File: src/hdl/spf_div.sv
// Restoring divider, one quotient bit per cycle.
module spf_div #(
  parameter int unsigned NUM_W = 47
) (
  input  logic             clk_i,
  input  logic             rst_ni,
  input  logic             start_i,
  input  logic [NUM_W-1:0] num_i,
  input  logic [30:0]      den_i,
  output logic             done_o,
  output logic [NUM_W-1:0] quo_o
);

  localparam int unsigned CW = $clog2(NUM_W + 1);

  logic [NUM_W-1:0] nq_q;
  logic [30:0]      rem_q, den_q;
  logic [CW-1:0]    cnt_q;
  logic             busy_q;
  logic [31:0]      rem_sh;
  logic             ge;

  assign rem_sh = {rem_q, nq_q[NUM_W-1]};
  assign ge     = (rem_sh >= {1'b0, den_q});
  assign done_o = busy_q && (cnt_q == '0);
  assign quo_o  = nq_q;

  always_ff @(posedge clk_i) begin
    if (start_i) begin
      nq_q  <= num_i;
      rem_q <= '0;
      den_q <= den_i;
    end else if (busy_q && cnt_q != '0) begin
      rem_q <= ge ? 31'(rem_sh - {1'b0, den_q}) : rem_sh[30:0];
      nq_q  <= {nq_q[NUM_W-2:0], ge};
    end
  end

  always_ff @(posedge clk_i or negedge rst_ni) begin
    if (!rst_ni) begin
      busy_q <= 1'b0;
      cnt_q  <= '0;
    end else if (start_i) begin
      busy_q <= 1'b1;
      cnt_q  <= CW'(NUM_W);
    end else if (done_o) begin
      busy_q <= 1'b0;
    end else if (busy_q) begin
      cnt_q <= cnt_q - 1'b1;
    end
  end

endmodule

File: config.mk
export PLATFORM = sky130hd
export DESIGN_NAME = spf_div
export DESIGN_NICKNAME = d
export VERILOG_FILES = /design/src/hdl/spf_div.sv
export SDC_FILE = /design/constraint.sdc
export NUM_CORES = 1
export LEC_CHECK = 0
export BUFFER_PORTS_ARGS = -buffer_cell sky130_fd_sc_hd__buf_2
export CAP_MARGIN = 5
export CORE_MARGIN = 4
export CORE_UTILIZATION = 52
export CTS_BUF_LIST = sky130_fd_sc_hd__clkbuf_2
export DETAILED_ROUTE_END_ITERATION = 12
export GPL_ROUTABILITY_DRIVEN = 0
export PLACE_DENSITY = 0.79
export SYNTH_ARGS = -nofsm -noshare
export SYNTH_HDL_FRONTEND = slang
export SYNTH_SLANG_ARGS = --single-unit
export TNS_END_PERCENT = 30
File: constraint.sdc
create_clock -name clk_i -period 3 [get_ports clk_i]
set_input_delay 0.3 -clock clk_i [delete_from_list [all_inputs] [get_ports clk_i]]
set_output_delay 0.3 -clock clk_i [all_outputs]
set_load 0.02 [all_outputs]
==> results of run 1 <==
[state kept, by name (all words and copies together) (netlist names)]
register	cells
den_q	31
cnt_q	6
quo_o	47
rem_q	31
busy_q	1
[power breakdown]
part / total, W / internal [W] / switching, W
registers: 0.00225 / 0.00203 / 0.000223
logic: 0.00329 / 0.00153 / 0.00176
clock network: 0.000968 / 0.000301 / 0.000666
[timing repair]
action,CTS,global route
hold buffers,80,0
setup buffers,2,4
hold endpoints to repair,85,0
gates resized for setup,1,17
pin swaps,3,8
endpoints found under the setup margin,9,16
[stage by stage]
step | instance area (um2) | hold slack [ps] | std cells | total power (W)
after floorplan | 6440 | 4.41 | 584 | 0.00456
after global placement | 7320 | 135 | 869 | 0.00515
after detailed placement | 7320 | 137 | 869 | 0.00527
after CTS | 8350 | 111 | 983 | 0.00635
after global routing | 8450 | 102 | 987 | 0.00696
final | 8450 | 151 | 987 | 0.00651
[final cells by class]
class / instances / area share [%]
tap: 168 / 2.49
clock inverter: 15 / 1.57
clock buffer: 17 / 1.01
timing repair buffer: 229 / 19.3
multi-input combinational: 398 / 36.5
sequential: 116 / 37.1
inverter: 44 / 1.95
[worst max-delay path, cell delays in order (launching register included)]
cell       delay, ps
edfxtp_1         400
inv_1             50
ha_2             190
fa_2             420
nor2b_4          140
o21ai_2           80
o21ai_2          200
o311ai_2         120
buf_4            160
nor2b_2          160
o21ai_4          260
buf_6            160
a2bb2oi_2        150
mux2i_1          110
a211oi_2         210
[per-layer routing]
layer / track usage, % / part of all wire (%)
met5: 0 / 0
met4: 6.52 / 1.2
met3: 7.64 / 6.4
met2: 40.6 / 50
met1: 28.6 / 42
[synthesized netlist by cell type, drive strengths merged, types with 4 or more instances]
cell / instances
mux2: 49
nor3: 6
clkbuf: 20
dfrtp: 7
mux2i: 20
ha: 32
dfxtp: 31
xor2: 8
inv: 44
nand3: 11
a211oi: 13
a21oi: 46
buf: 6
edfxtp: 78
nand2b: 5
o211ai: 8
xnor2: 18
a21o: 14
nor2: 32
nor2b: 10
and3: 8
o21ai: 35
o21a: 6
o31ai: 4
nand2: 36
[logic make-up after synthesis]
kind of cell,count (synthesis),share of synthesized area (%)
muxes,69,11.8
buffers and inverters,70,4.34
xor gates and xnor gates,26,3.54
DFF,116,48.8
adders and majority gates,33,6.53
AOI/OAI and AO/OA,148,16.0
and+or+nand+nor,122,9.02
[worst max-delay path by stage]
stage                             start                endpoint  slack, ps  cells past startpoint
floorplan           quo_o[46]$_DFFE_PP_  rem_q[30]$_SDFFE_PP0P_        -10                     12
global placement    quo_o[46]$_DFFE_PP_  rem_q[30]$_SDFFE_PP0P_         60                     12
detailed placement  quo_o[46]$_DFFE_PP_  rem_q[30]$_SDFFE_PP0P_        -50                     12
CTS                 quo_o[46]$_DFFE_PP_  rem_q[26]$_SDFFE_PP0P_         40                     12
global route        quo_o[46]$_DFFE_PP_  rem_q[16]$_SDFFE_PP0P_        -60                     13
finish              quo_o[46]$_DFFE_PP_  rem_q[30]$_SDFFE_PP0P_        110                     14
==> qor.txt, run 1 <==
Pwr Density = 770 nW/um2
Startpoint types = register
Fill cell count = 832
FP Rows = 40
GRT overflow = 0
Hold Vio Cnt, Final = 0
Share of Yosys cell area claimed by the top area cell type = 36.4%
Synth warn = 0
Final period utilization = 96.3%
Commonest non-fill, non-tap cells in the layout = 127 x buf_2, 80 x dlygate4sd3_1, 78 x edfxtp_1
Hold EP = rem_q[18]$_SDFFE_PP0P_
Reg area = 3140 um2
Core area = 12100 um2
Hpwl dp = 10600 um
Synth Instances = 584
Initial antenna violation count = 0
Die ar. = 14200 um2
Utilization after layout = 70.1%
Reg2Reg Depth = 14
Synthesized area = 6430 um2
Maximum clock path buffer count = 2
Largest net degree at the start of global routing = 98
WHS Path Cells = 3
Syn_nets = 698
N_diodes = 0
Final wirelength = 16600 um
Worst slew margin = 46.2%
Synth area leader = edfxtp_1
Skew final = 45.9 ps
Die Height = 119 um
Crit-path max FO = 5
Cell variety after synth = 63
Maximum vdd drop = 0.610 mV
Clock-pin slew on the worst setup and hold paths = 210 ps
Starting DRT DRC Count = 296
DP Worst Slack = -50.2 ps
Port bufs = 128
Clk sinks = 116
TNS Setup = 0 ps
Crit. End Element = register
R2r startpoint = quo_o[46]$_DFFE_PP_
Final #Nets = 920
Final setup viols = 0
Routed vias/inst = 5.42
RSZ-0062 raised after global routing = yes
EDFF count, synth = 78
Ys flop type = edfxtp_1
DR WL/cell = 16.9 um
Status = completed
Multi-input gate area = 3090 um2
Die W = 119 um
Layout area overhead = 31.3%
Max frequency = 0.346 GHz
Max-slew violations = 0
Hold Crit Class = input pin to register
Synth area leaders = edfxtp_1 36%, dfxtp_1 9.6%, mux2_2 8.2%, ha_1 6.2%, a21oi_1 3.4%
Drt drc = 0
Root Buffer = clkbuf_2
Critical path class = register to register
Critical Path RT = 3650 ps
Internal reg-to-reg setup slack = 110 ps
Sequential area share after synthesis = 48.8%
Total GRT Usage = 23.7%
I/O pins = 129
Syn avg cell area = 11.0 um2
Async S/R FF share, synth = 6.03%
Worst-margin pin slew = 803 ps
Synth Register Bits = 116
Share of layout cells above drive strength 1 = 31.9%
Vias in the first global route = 5607
Hold path start = start_i
Min cycle time layout = 2890 ps
# H-tree levels = 4
Max-cap violation count = 0
Remaining antenna violation count = 0
Drt pass-1 iters = 5
Clk Latency, worst-skew pair = 720 ps
Commonest non-fill, non-tap cell in the layout = buf_2
Via count = 5345
RR Endpoint = rem_q[30]$_SDFFE_PP0P_
CTS buffer count = 17
TritonCTS clock tree = done
P_leak = 3.68 nW
Worst EP arrival = 3540 ps
Initial Utilization = 53.4%
First-pass GRT wire length = 27100 um
PnR worst setup slack = 112 ps
(Power assumes the default switching activity.)
==> run 2, diff against run 1 <==
--- a/config.mk
+++ b/config.mk
@@ -5,14 +5,15 @@
 export SDC_FILE = /design/constraint.sdc
 export NUM_CORES = 1
 export LEC_CHECK = 0
+export ABC_CLOCK_PERIOD_IN_PS = 3090
 export BUFFER_PORTS_ARGS = -buffer_cell sky130_fd_sc_hd__buf_2
 export CAP_MARGIN = 5
 export CORE_MARGIN = 4
-export CORE_UTILIZATION = 52
+export CORE_UTILIZATION = 57
 export CTS_BUF_LIST = sky130_fd_sc_hd__clkbuf_2
 export DETAILED_ROUTE_END_ITERATION = 12
 export GPL_ROUTABILITY_DRIVEN = 0
-export PLACE_DENSITY = 0.79
+export PLACE_DENSITY = 0.82
 export SYNTH_ARGS = -nofsm -noshare
 export SYNTH_HDL_FRONTEND = slang
 export SYNTH_SLANG_ARGS = --single-unit
==> constraint.sdc (replaced) <==
create_clock -name clk_i -period 3.09 [get_ports clk_i]
set_input_delay 0.309 -clock clk_i [delete_from_list [all_inputs] [get_ports clk_i]]
set_output_delay 0.309 -clock clk_i [all_outputs]
set_load 0.02 [all_outputs]
==> run 2 against run 1 <==
Net effect: register-to-register slack lost 20 ps; critical path type unchanged; highest routed layer unchanged; die area shrank 8.2%; first-iteration DRC count grew 19%; combinational power shrank 7.6%; wire length grew 5.9%; critical path depth shrank 2.
==> qor.txt, run 2 (synthesized netlist as in run 1, its figures left out) <==
Critical Path RT = 3670 ps
Remaining antenna violation count = 0
Final #Nets = 914
Hpwl dp = 10500 um
Die ar. = 13100 um2
Commonest non-fill, non-tap cells in the layout = 127 x buf_2, 80 x dlygate4sd3_1, 78 x edfxtp_1
Commonest non-fill, non-tap cell in the layout = buf_2
I/O pins = 129
Reg2Reg Depth = 12
FP Rows = 38
Drt drc = 0
Fin area = 8300 um2
Die Height = 114 um
GRT overflow = 0
Share of layout cells above drive strength 1 = 30.3%
Total GRT Usage = 27.3%
Status = completed
Critical path class = register to register
Clk sinks = 116
Worst EP arrival = 3580 ps
Max frequency = 0.333 GHz
Die W = 114 um
Worst slew margin = 51.4%
Routed vias/inst = 5.74
TNS Setup = 0 ps
Final period utilization = 97.1%
TritonCTS clock tree = done
CP max stage delay = 440 ps
Clock-pin slew on the worst setup and hold paths = 190 ps
Startpoint types = register
Worst-margin pin slew = 728 ps
Critical path's top delay family = compound AO/OA/AOI/OAI gates
Via count = 5474
DP Area = 7230 um2
WHS Path Cells = 3
Hold Vio Cnt, Final = 0
R2r startpoint = quo_o[46]$_DFFE_PP_
Hold path start = start_i
RR Endpoint = rem_q[26]$_SDFFE_PP0P_
Root Buffer = clkbuf_2
PnR worst setup slack = 90.0 ps
N_diodes = 0
Min cycle time layout = 3000 ps
# H-tree levels = 4
Skew final = 29.3 ps
Core area = 10900 um2
Design Power = 0.00620 W
Hold Crit Class = input pin to register
Initial Utilization = 58.8%
Maximum vdd drop = 0.524 mV
Crit-path max FO = 3
Maximum clock path buffer count = 2
Slowest CP cell = edfxtp_1
Initial antenna violation count = 0
Max-cap violation count = 0
WP depth = 12
DR WL/cell = 18.5 um
DP Worst Slack = 26.8 ps
WP buf/inv = 1
CTS buffer count = 17
Drt pass-1 iters = 6
Largest register FFs = 47
Final wirelength = 17600 um
Vias in the first global route = 5588
Largest net degree at the start of global routing = 58
Max-slew violations = 0
Layout area overhead = 29.0%
Hold EP = cnt_q[5]$_DFFE_PN0P_
P_leak = 3.66 nW
Pwr Density = 747 nW/um2
Starting DRT DRC Count = 353
First-pass GRT wire length = 27800 um
Final setup viols = 0
Clk Latency, worst-skew pair = 700 ps
Port bufs = 128
CP Cell Sequence = inv_1 > ha_1 > fa_2 > nor2b_2 > o31a_1 > nor2_1 > o221ai_1 > o31ai_1 > o21ai_1 > a311oi_1 > xor2_1 > o22ai_1
Crit. End Element = register
Internal reg-to-reg setup slack = 90 ps
## run 2: what timing repair did
| item | CTS | global route |
|---|---|---|
| hold endpoints to repair | 85 | 0 |
| hold buffers | 80 | 0 |
| pin swaps | 1 | 2 |
| gates resized for setup | 0 | 5 |
| cloned | 0 | 0 |
| setup buffers | 0 | 3 |
| endpoints found under the setup margin | 1 | 10 |
## run 2: layout make-up
type                    count  area [um2]
repair buffers            223        1560
clock buffers              18        90.1
fillers                   724        2640
inverters                  44         165
flip-flops and latches    116        3140
multi-input cells         398        3040
clock inverters            14         138
well taps                 140         175
## run 2: tightest hold or removal path: cells and delay by family
| kind | cells | cell delay [ps] |
|---|---|---|
| buf+inv | 2 | 410 |
| simple gates | 1 | 160 |
## run 2: layer usage
metal / global-route usage, % / vias up / part of all wire, %
met1: 31.8 / 2604 / 39
met3: 7.88 / 39 / 7.8
met4: 10.5 / 0 / 2.6
met5: 0 / - / 0
met2: 47.7 / 255 / 51
li1: - / 2576 / -
## run 2: how the worst max path moves through the flow
stage	from	endpoint	slack [ps]
final	quo_o[46]$_DFFE_PP_	rem_q[26]$_SDFFE_PP0P_	90
after global routing	quo_o[46]$_DFFE_PP_	rem_q[30]$_SDFFE_PP0P_	-30
after CTS	quo_o[46]$_DFFE_PP_	rem_q[30]$_SDFFE_PP0P_	5
after detailed placement	quo_o[46]$_DFFE_PP_	rem_q[30]$_SDFFE_PP0P_	30
after global placement	quo_o[46]$_DFFE_PP_	rem_q[30]$_SDFFE_PP0P_	160
after floorplan	cnt_q[0]$_DFFE_PN0P_	quo_o[0]$_DFFE_PP_	20
## run 2: per-stage QoR
step / util (%) / hold WS, ps / std cells
6_report: 75.9 / 191 / 953
5_1_grt: 75.9 / 170 / 953
4_1_cts: 75.6 / 115 / 950
3_5_place_dp: 66.2 / 147 / 838
3_3_place_gp: 66.2 / 143 / 838
2_1_floorplan: - / 13.4 / 584
## run 2: power breakdown
part	internal (W)	switching [W]	leakage (nW)	total, W
clock network	0.000368	0.000607	0.139	0.000975
registers	0.00197	0.000217	1.13	0.00219
logic	0.00138	0.00166	2.39	0.00304
total	0.00372	0.00248	3.66	0.00620
