--- src/hdl/spf_pkg.sv ---
// Shared types, constants and saturating helpers for the SPH force accumulator.
package spf_pkg;

  localparam int unsigned FRAC_BITS_DEF = 16;
  localparam int unsigned QUEUE_DEPTH   = 2;

  typedef enum logic [2:0] {
    CFG_MASS       = 3'd0,
    CFG_INV_RADIUS = 3'd1,
    CFG_KP         = 3'd2,
    CFG_KV         = 3'd3,
    CFG_VISCOSITY  = 3'd4
  } cfg_idx_e;

  localparam logic signed [31:0] MAX32 = 32'sh7FFF_FFFF;
  localparam logic signed [31:0] MIN32 = 32'sh8000_0000;

  typedef struct packed {
    logic [30:0] mass;
    logic [30:0] inv_radius;
    logic [30:0] kp;
    logic [30:0] kv;
    logic [30:0] mu;
  } cfg_t;

  // one queued transaction, already classified
  typedef struct packed {
    logic               is_nbr;
    logic               last;
    logic signed [31:0] pos_x;
    logic signed [31:0] pos_y;
    logic signed [31:0] vel_x;
    logic signed [31:0] vel_y;
    logic signed [31:0] pressure;
    logic [30:0]        density;
    logic [30:0]        distance;
  } item_t;

  typedef struct packed {
    logic signed [31:0] fpx;
    logic signed [31:0] fpy;
    logic signed [31:0] fvx;
    logic signed [31:0] fvy;
    logic               singular;
  } result_t;

  function automatic logic signed [31:0] sat32(input logic signed [63:0] v);
    logic signed [31:0] r;
    if (v > 64'(MAX32)) r = MAX32;
    else if (v < 64'(MIN32)) r = MIN32;
    else r = v[31:0];
    return r;
  endfunction

  function automatic logic signed [31:0] neg_sat(input logic signed [31:0] v);
    logic signed [31:0] r;
    if (v == MIN32) r = MAX32;
    else r = -v;
    return r;
  endfunction

  function automatic logic signed [63:0] acc64(input logic signed [63:0] s,
                                               input logic signed [31:0] t);
    logic signed [64:0] sum;
    logic signed [63:0] r;
    sum = {s[63], s} + 65'(t);
    if (sum[64] != sum[63]) r = sum[64] ? {1'b1, 63'd0} : {1'b0, {63{1'b1}}};
    else r = sum[63:0];
    return r;
  endfunction

endpackage

--- src/hdl/spf_front.sv ---
// Front end: accepts transactions, classifies them and queues them for the back end.
module spf_front (
  input  logic          clk_i,
  input  logic          rst_ni,
  input  logic          push,
  output logic          full,
  input  logic          func_i,
  input  logic [31:0]   pos_x_i,
  input  logic [31:0]   pos_y_i,
  input  logic [31:0]   vel_x_i,
  input  logic [31:0]   vel_y_i,
  input  logic [31:0]   pressure_i,
  input  logic [30:0]   density_i,
  input  logic [30:0]   distance_i,
  input  logic          last_i,
  output spf_pkg::item_t item_o,
  output logic          item_valid_o,
  input  logic          item_ready_i
);

  localparam int unsigned PW = $clog2(spf_pkg::QUEUE_DEPTH);
  localparam int unsigned CW = $clog2(spf_pkg::QUEUE_DEPTH + 1);

  spf_pkg::item_t mem_q [spf_pkg::QUEUE_DEPTH];
  logic [PW-1:0]  wr_ptr_q, rd_ptr_q;
  logic [CW-1:0]  cnt_q;
  spf_pkg::item_t in_item;
  logic           wr_en, rd_en;

  always_comb begin
    in_item.is_nbr   = func_i;
    in_item.last     = last_i;
    in_item.pos_x    = pos_x_i;
    in_item.pos_y    = pos_y_i;
    in_item.vel_x    = vel_x_i;
    in_item.vel_y    = vel_y_i;
    in_item.pressure = pressure_i;
    in_item.density  = in_item.is_nbr ? density_i : '0;
    in_item.distance = in_item.is_nbr ? distance_i : '0;
  end

  assign full         = (cnt_q == CW'(spf_pkg::QUEUE_DEPTH));
  assign item_valid_o = (cnt_q != '0);
  assign item_o       = mem_q[rd_ptr_q];
  assign wr_en        = push && !full;
  assign rd_en        = item_valid_o && item_ready_i;

  always_ff @(posedge clk_i) begin
    if (wr_en) begin
      mem_q[wr_ptr_q] <= in_item;
    end
  end

  always_ff @(posedge clk_i or negedge rst_ni) begin
    if (!rst_ni) begin
      wr_ptr_q <= '0;
      rd_ptr_q <= '0;
      cnt_q    <= '0;
    end else begin
      if (wr_en) wr_ptr_q <= (wr_ptr_q == PW'(spf_pkg::QUEUE_DEPTH - 1)) ? '0 : wr_ptr_q + 1'b1;
      if (rd_en) rd_ptr_q <= (rd_ptr_q == PW'(spf_pkg::QUEUE_DEPTH - 1)) ? '0 : rd_ptr_q + 1'b1;
      if (wr_en && !rd_en) cnt_q <= cnt_q + 1'b1;
      else if (!wr_en && rd_en) cnt_q <= cnt_q - 1'b1;
    end
  end

endmodule

--- config.mk ---
export PLATFORM = sky130hd
export DESIGN_NAME = spf_front
export DESIGN_NICKNAME = d
export VERILOG_FILES = /design/src/hdl/spf_pkg.sv /design/src/hdl/spf_front.sv
export SDC_FILE = /design/constraint.sdc
export NUM_CORES = 1
export LEC_CHECK = 0
export BUFFER_PORTS_ARGS = -buffer_cell sky130_fd_sc_hd__buf_4
export CORE_MARGIN = 2
export CORE_UTILIZATION = 35
export DETAILED_ROUTE_END_ITERATION = 6
export GPL_TIMING_DRIVEN = 0
export SLEW_MARGIN = 10
export SYNTH_ARGS = -nofsm -noshare
export SYNTH_HDL_FRONTEND = slang
export SYNTH_SLANG_ARGS = --single-unit
--- constraint.sdc ---
create_clock -name clk_i -period 15.33 [get_ports clk_i]
set_clock_uncertainty 0.1 [all_clocks]
set_input_delay 2.2995 -clock clk_i [delete_from_list [all_inputs] [get_ports clk_i]]
set_output_delay 2.2995 -clock clk_i [all_outputs]
set_load 0.01 [all_outputs]
==> metrics, run 1 <==
number of detailed-route iterations in the first pass=6; detailed-route via count=8821; post-cts hold buffer count=0; post-CTS setup buffers=0; actual slew at the worst max-slew pin=0.7267 ns; number of global-route vias before repair=9284; clock input transition at the sequential cells of the worst setup and hold paths=0.06 ns; synthesized flop and latch total=452; H-tree levels=2; largest fanout on the critical path=10; endpoint of the worst register-to-register path=mem_q[0][189]; outcome=completed; Max Buffers Root-to-Sink=3; core footprint=48950 µm²; Critical Path Sink Type=output port; total number of placement rows=81; endpoints failing setup=0; number of sinks on the clock net=452; Leakage=9.142 nW; headroom to the max-slew limit=0.5155; maximum number of pins on one net before global-route repair=56; GRT Util Overall=0.1457; final max-slew violation count=0; synthesized net count=1013; TritonCTS clock tree=done; drc violations=0; Fill cells=4196; fin cells=1999; power density normalized to cell area=189.4 nW/µm²; Chip Width=226.9 µm; Critical Setup Path Class=reg -> out; leading register cell type out of synthesis=edfxtp_1; number of enable flip-flop cells after synthesis=448; final WL=39030 µm; final sum of negative setup slack=0 ns; DRC violation total after the first TritonRoute iteration=405; GRT Residual Overflow=0; number of unique standard cell types used by synthesis=17; CP startpoint kind=flip-flop; final net count=1530; count of nets left with antenna violations after detail routing=0; depth of the worst register-to-register path=8; number of antenna violations at the first check in global routing=2; WHS Path Cells=1; Hold Path Class=reg -> reg; Synth warnings=0; final-layout worst hold slack=0.3994 ns; Hold Path Origin=cnt_q[1]; area grow syn2layout=34.60%; flop-to-flop setup slack=12.60 ns; hold-critical path endpoint=cnt_q[1]; Peak VDD IR=0.1083 mV; synthesized instance count=784; cts repair resizes=0; number of clock buffers inserted by TritonCTS=48; share of the yosys chip area belonging to registers=0.7796; Die ar.=51470 µm²; Mean Syn Cell Area=22.17 µm²; gpl congestion=0.7323; setup repair after global routing missed its margin=false; Vias per Instance=4.413; Fmax=226.7 MHz; # port buffers=453; fraction of layout cells with a size suffix above 1=0.5825; Syn Std Cell Area=17380 µm²; Skew-Pair Late Insertion Delay=0.56 ns; number of hold-slack violations in the final timing report=0; worst path required time=12.93 ns; post-detailed-placement cell area=21970 µm²; dpl hpwl=27610 µm; period utilization=0.2878; die span in y=226.9 µm; CP arrival=2.01 ns; initial cell density of the core=0.3551; max-cap violations=0; cell area after layout=23400 µm²; fin crit period=4.412 ns; WL/cell=19.52 µm; global-route wire length before repair=55780 µm; fraction of registers with async set or reset after synthesis=0.008850; root buffer cell=clkbuf_16; DP Cell Count=1915; worst flop-to-flop path startpoint=cnt_q[0]; # IOs=454
power by group:
| part | switching, W | internal (W) |
|---|---|---|
| combinational | 0.000756 | 0.000861 |
| sequential | 0.0000599 | 0.00169 |
| clock | 0.000453 | 0.000612 |
sequential cells by signal, summed over array words and instances (netlist names):
register,flops
rd_ptr_q,1
cnt_q,2
mem_q,448
wr_ptr_q,1
cell usage after synthesis (all sizes together), types with 2 or more instances:
| cell type | number | area share |
|---|---|---|
| inv | 2 | 0.00043 |
| nand2 | 2 | 0.00043 |
| xnor2 | 3 | 0.0015 |
| nor2 | 2 | 0.00043 |
| mux2 | 224 | 0.18 |
| edfxtp | 448 | 0.77 |
| buf | 25 | 0.014 |
| xor2 | 2 | 0.0010 |
| dfrtp | 4 | 0.0058 |
| and2 | 62 | 0.022 |
| clkbuf | 6 | 0.0013 |
placed cells by master, fill, tap and decap left out, types with 2 or more instances in the layout:
cell	netlist	final
edfxtp_1	448	448
and2_1	62	62
inv_1	2	2
xnor2_1	3	3
clkbuf_16	0	49
clkinv_2	0	3
buf_16	0	8
xor2_1	2	2
mux2_2	74	74
nand2_1	2	2
buf_6	18	18
clkbuf_1	6	12
clkinv_1	0	19
buf_12	0	6
buf_4	0	453
mux2_4	150	150
clkinvlp_4	0	2
bufinv_16	0	2
inv_6	0	2
dfrtp_1	4	4
buf_2	7	7
metrics by stage:
step,power (W),util,worst slack (ns)
2_1_floorplan,0.002759,-,2.747
3_3_place_gp,0.003507,0.4416,-3.596
3_5_place_dp,0.003429,0.4488,10.78
4_1_cts,0.004514,0.4780,10.83
5_1_grt,0.004644,0.4780,10.80
6_report,0.004431,0.4780,10.92
how the worst max path moves through the flow:
stage	from	to	cells past startpoint
after floorplan	push	mem_q[0][0]	2
after global placement	push	mem_q[0][168]	3
after detailed placement	push	mem_q[0][186]	8
after CTS	rd_ptr_q	item_o[46]	5
after global routing	rd_ptr_q	item_o[46]	5
final	rd_ptr_q	item_o[46]	5
worst max-delay path: stages (launching register included):
cell     delay [ns]
dfrtp_1        0.33
buf_6          0.17
buf_6          0.22
buf_6          0.23
mux2_4         0.32
buf_4          0.17
cell type report:
class | instances | area [µm²] | area share
flip-flops and latches | 452 | 13550 | 0.5792
repair buffers | 467 | 3741 | 0.1599
multi-input cells | 299 | 3576 | 0.1528
clock buffers | 55 | 1249 | 0.05337
well taps | 664 | 830.8 | 0.03551
plain buffers | 31 | 260.3 | 0.01112
clock inverters | 28 | 178.9 | 0.007647
inverters | 2 | 7.507 | 0.0003208
diodes | 1 | 2.502 | 0.0001069
metal layers:
| metal | global-route usage | up-vias | wire length [µm] |
|---|---|---|---|
| met5 | 0 | - | 13 |
| met4 | 0.04372 | 2 | 868 |
| met3 | 0.06570 | 66 | 4079 |
| met2 | 0.2479 | 275 | 19740 |
| met1 | 0.1637 | 4382 | 14320 |
| li1 | - | 4096 | - |
kinds of logic (layout without fill, tap and decap cells):
group         count (synthesis)  in the layout  share of synthesized area
flops                       452            452                     0.7796
mux                         224            224                     0.1775
simple gates                 69             69                    0.02426
buf+inv                      33            583                    0.01540
xor+xnor                      5              5                   0.002520
fa+ha+maj                     1              1                  0.0007196
other cells                   0              1                          0
Note: power is estimated with default switching activity, not from simulation.
==> inputs of run 2 (changes only) <==
==> constraint.sdc (replaced) <==
create_clock -name clk_i -period 4.45 [get_ports clk_i]
set_clock_uncertainty 0.1 [all_clocks]
set_input_delay 0.6675 -clock clk_i [delete_from_list [all_inputs] [get_ports clk_i]]
set_output_delay 0.6675 -clock clk_i [all_outputs]
set_load 0.01 [all_outputs]
==> run 2 against run 1 <==
Clock power rose to 3.5 times the previous value. Cell area rose by 0.27%. Combinational power grew to 3.5 times the previous value. Count of clock-buffer cells in the layout grew 4. Critical endpoint is now item_o[48]. Cell count is 0.20% higher.
==> metrics, run 2 (same netlist as run 1, synthesis figures left out) <==
outcome=completed; Vias per Instance=4.412; Hold Path Class=in -> reg; Max Buffers Root-to-Sink=3; clock input transition at the sequential cells of the worst setup and hold paths=0.06 ns; sequential standard cell area=13550 µm²; depth of the worst register-to-register path=8; Fill cells=4194; headroom to the max-slew limit=0.5101; # IOs=454; # port buffers=453; dpl hpwl=27510 µm; worst flop-to-flop path startpoint=cnt_q[0]; sequential cell fraction of total power=0.392; switching part of the total power=0.2866; count of nets left with antenna violations after detail routing=0; hold-critical path endpoint=mem_q[1][216]; TritonCTS clock tree=done; gpl congestion=0.7166; final max-slew violation count=0; fin crit period=2.816 ns; setup repair after global routing missed its margin=false; Chip Width=226.9 µm; Pint=0.01097 W; most common cell after layout, fill and taps aside=buf_4; largest fanout on the critical path=10; Die ar.=51470 µm²; maximum number of pins on one net before global-route repair=53; root buffer cell=clkbuf_16; Skew-Pair Late Insertion Delay=0.57 ns; initial cell density of the core=0.3551; net switching component of the power=0.004406 W; number of detailed-route iterations in the first pass=4; area occupied by multi-input gates=3592 µm²; total number of placement rows=81; cell area after layout=23460 µm²; Peak VDD IR=0.3846 mV; proportion of power drawn by combinational gates=0.364; final WL=39040 µm; endpoint of the worst register-to-register path=mem_q[0][183]; detailed-route via count=8838; commonest cells after routing, fill and taps aside=buf_4, edfxtp_1, mux2_4; fraction of layout cells with a size suffix above 1=0.5845; CP arrival=2.05 ns; die span in y=226.9 µm; flop-to-flop setup slack=1.71 ns; power density normalized to cell area=655.3 nW/µm²; GRT Util Overall=0.1449; Critical Path Sink Type=output port; DRC violation total after the first TritonRoute iteration=363; number of hold-slack violations in the final timing report=0; CP startpoint kind=flip-flop; WHS Path Cells=1; worst path required time=3.68 ns; global-route wire length before repair=55400 µm; Leakage=9.171 nW; area grow syn2layout=34.96%; post-CTS setup buffers=0; Critical Setup Path Class=reg -> out; H-tree levels=2; Hold Path Origin=pos_x_i[26]; endpoints failing setup=0; number of sinks on the clock net=452; post-detailed-placement cell area=21980 µm²; number of clock buffers inserted by TritonCTS=49; Fmax=355.1 MHz; GRT Residual Overflow=0; number of antenna violations at the first check in global routing=1; WL/cell=19.49 µm; Pwr Total=0.01538 W; drc violations=0; biggest regs=mem_q (448), cnt_q (2); number of flip-flops in the largest register=448; actual slew at the worst max-slew pin=0.7349 ns; final net count=1532; number of global-route vias before repair=9311; most flop-heavy register=mem_q; Clk pwr share=0.244; core footprint=48950 µm²; period utilization=0.6328; max-cap violations=0
==> run 2: cell count changes in the layout (fill, tap and decap cells not counted), sizes merged <==
| cell | delta |
|---|---|
| inv | -2 |
| dlygate4sd3 | +1 |
| bufinv | +1 |
| clkbuf | +4 |
==> run 2: worst max-delay path by stage <==
stage / startpoint / end / slack [ns] / cells past startpoint
2_1_floorplan: push / mem_q[0][0] / -0.1 / 2
3_3_place_gp: push / mem_q[0][188] / -2.41 / 3
3_5_place_dp: push / mem_q[0][183] / 1.63 / 8
4_1_cts: rd_ptr_q / item_o[48] / 1.52 / 5
5_1_grt: rd_ptr_q / item_o[48] / 1.51 / 5
6_report: rd_ptr_q / item_o[48] / 1.63 / 5
==> run 2: power by group through the flow <==
stage	Combinational (W)	Sequential, W	Clock [W]
floorplan	0.00312	0.00618	0
global placement	0.00545	0.00630	0
detailed placement	0.00571	0.00612	0
CTS	0.00573	0.00603	0.00389
global route	0.00595	0.00610	0.00402
finish	0.00559	0.00602	0.00376
==> run 2: stage by stage <==
| stage | setup TNS [ns] | worst slack, ns | util | hold WS (ns) | cells |
|---|---|---|---|---|---|
| after CTS | 0 | 1.522 | 0.4793 | 0.1336 | 2002 |
| after global placement | -850.81 | -2.413 | 0.4421 | 0.3652 | 1901 |
| after global routing | 0 | 1.508 | 0.4793 | 0.1421 | 2002 |
| final | 0 | 1.634 | 0.4793 | 0.1780 | 2003 |
| after floorplan | -21.32 | -0.09517 | - | 0.2719 | 784 |
| after detailed placement | 0 | 1.631 | 0.4491 | 0.3670 | 1915 |
==> run 2: final cells by class <==
class | count | area share
diodes | 1 | 0.0001067
plain buffers | 31 | 0.01109
clock buffers | 59 | 0.05386
clock inverters | 27 | 0.008586
inverters | 2 | 0.0003200
multi-input cells | 299 | 0.1531
flip-flops and latches | 452 | 0.5776
well taps | 664 | 0.03541
repair buffers | 468 | 0.1599
==> run 2: timing repair <==
| item | in CTS | in global routing |
|---|---|---|
| resized for setup | 0 | 0 |
| hold buffers | 1 | 0 |
| endpoints found under the hold margin | 4 | 0 |
==> run 2: critical path, cell delays in order, from the launching register on <==
cell,delay [ns]
dfrtp_1,0.34
buf_6,0.17
buf_6,0.23
buf_6,0.24
mux2_4,0.33
buf_4,0.17
==> run 2: per-layer routing <==
metal	wire length [µm]	global-route usage	part of all wire	vias up
li1	-	-	-	4100
met1	14700	0.1647	0.38	4368
met2	19400	0.2470	0.50	292
met3	3721	0.05598	0.095	76
met4	1201	0.05348	0.031	2
met5	13	0	0.00033	-
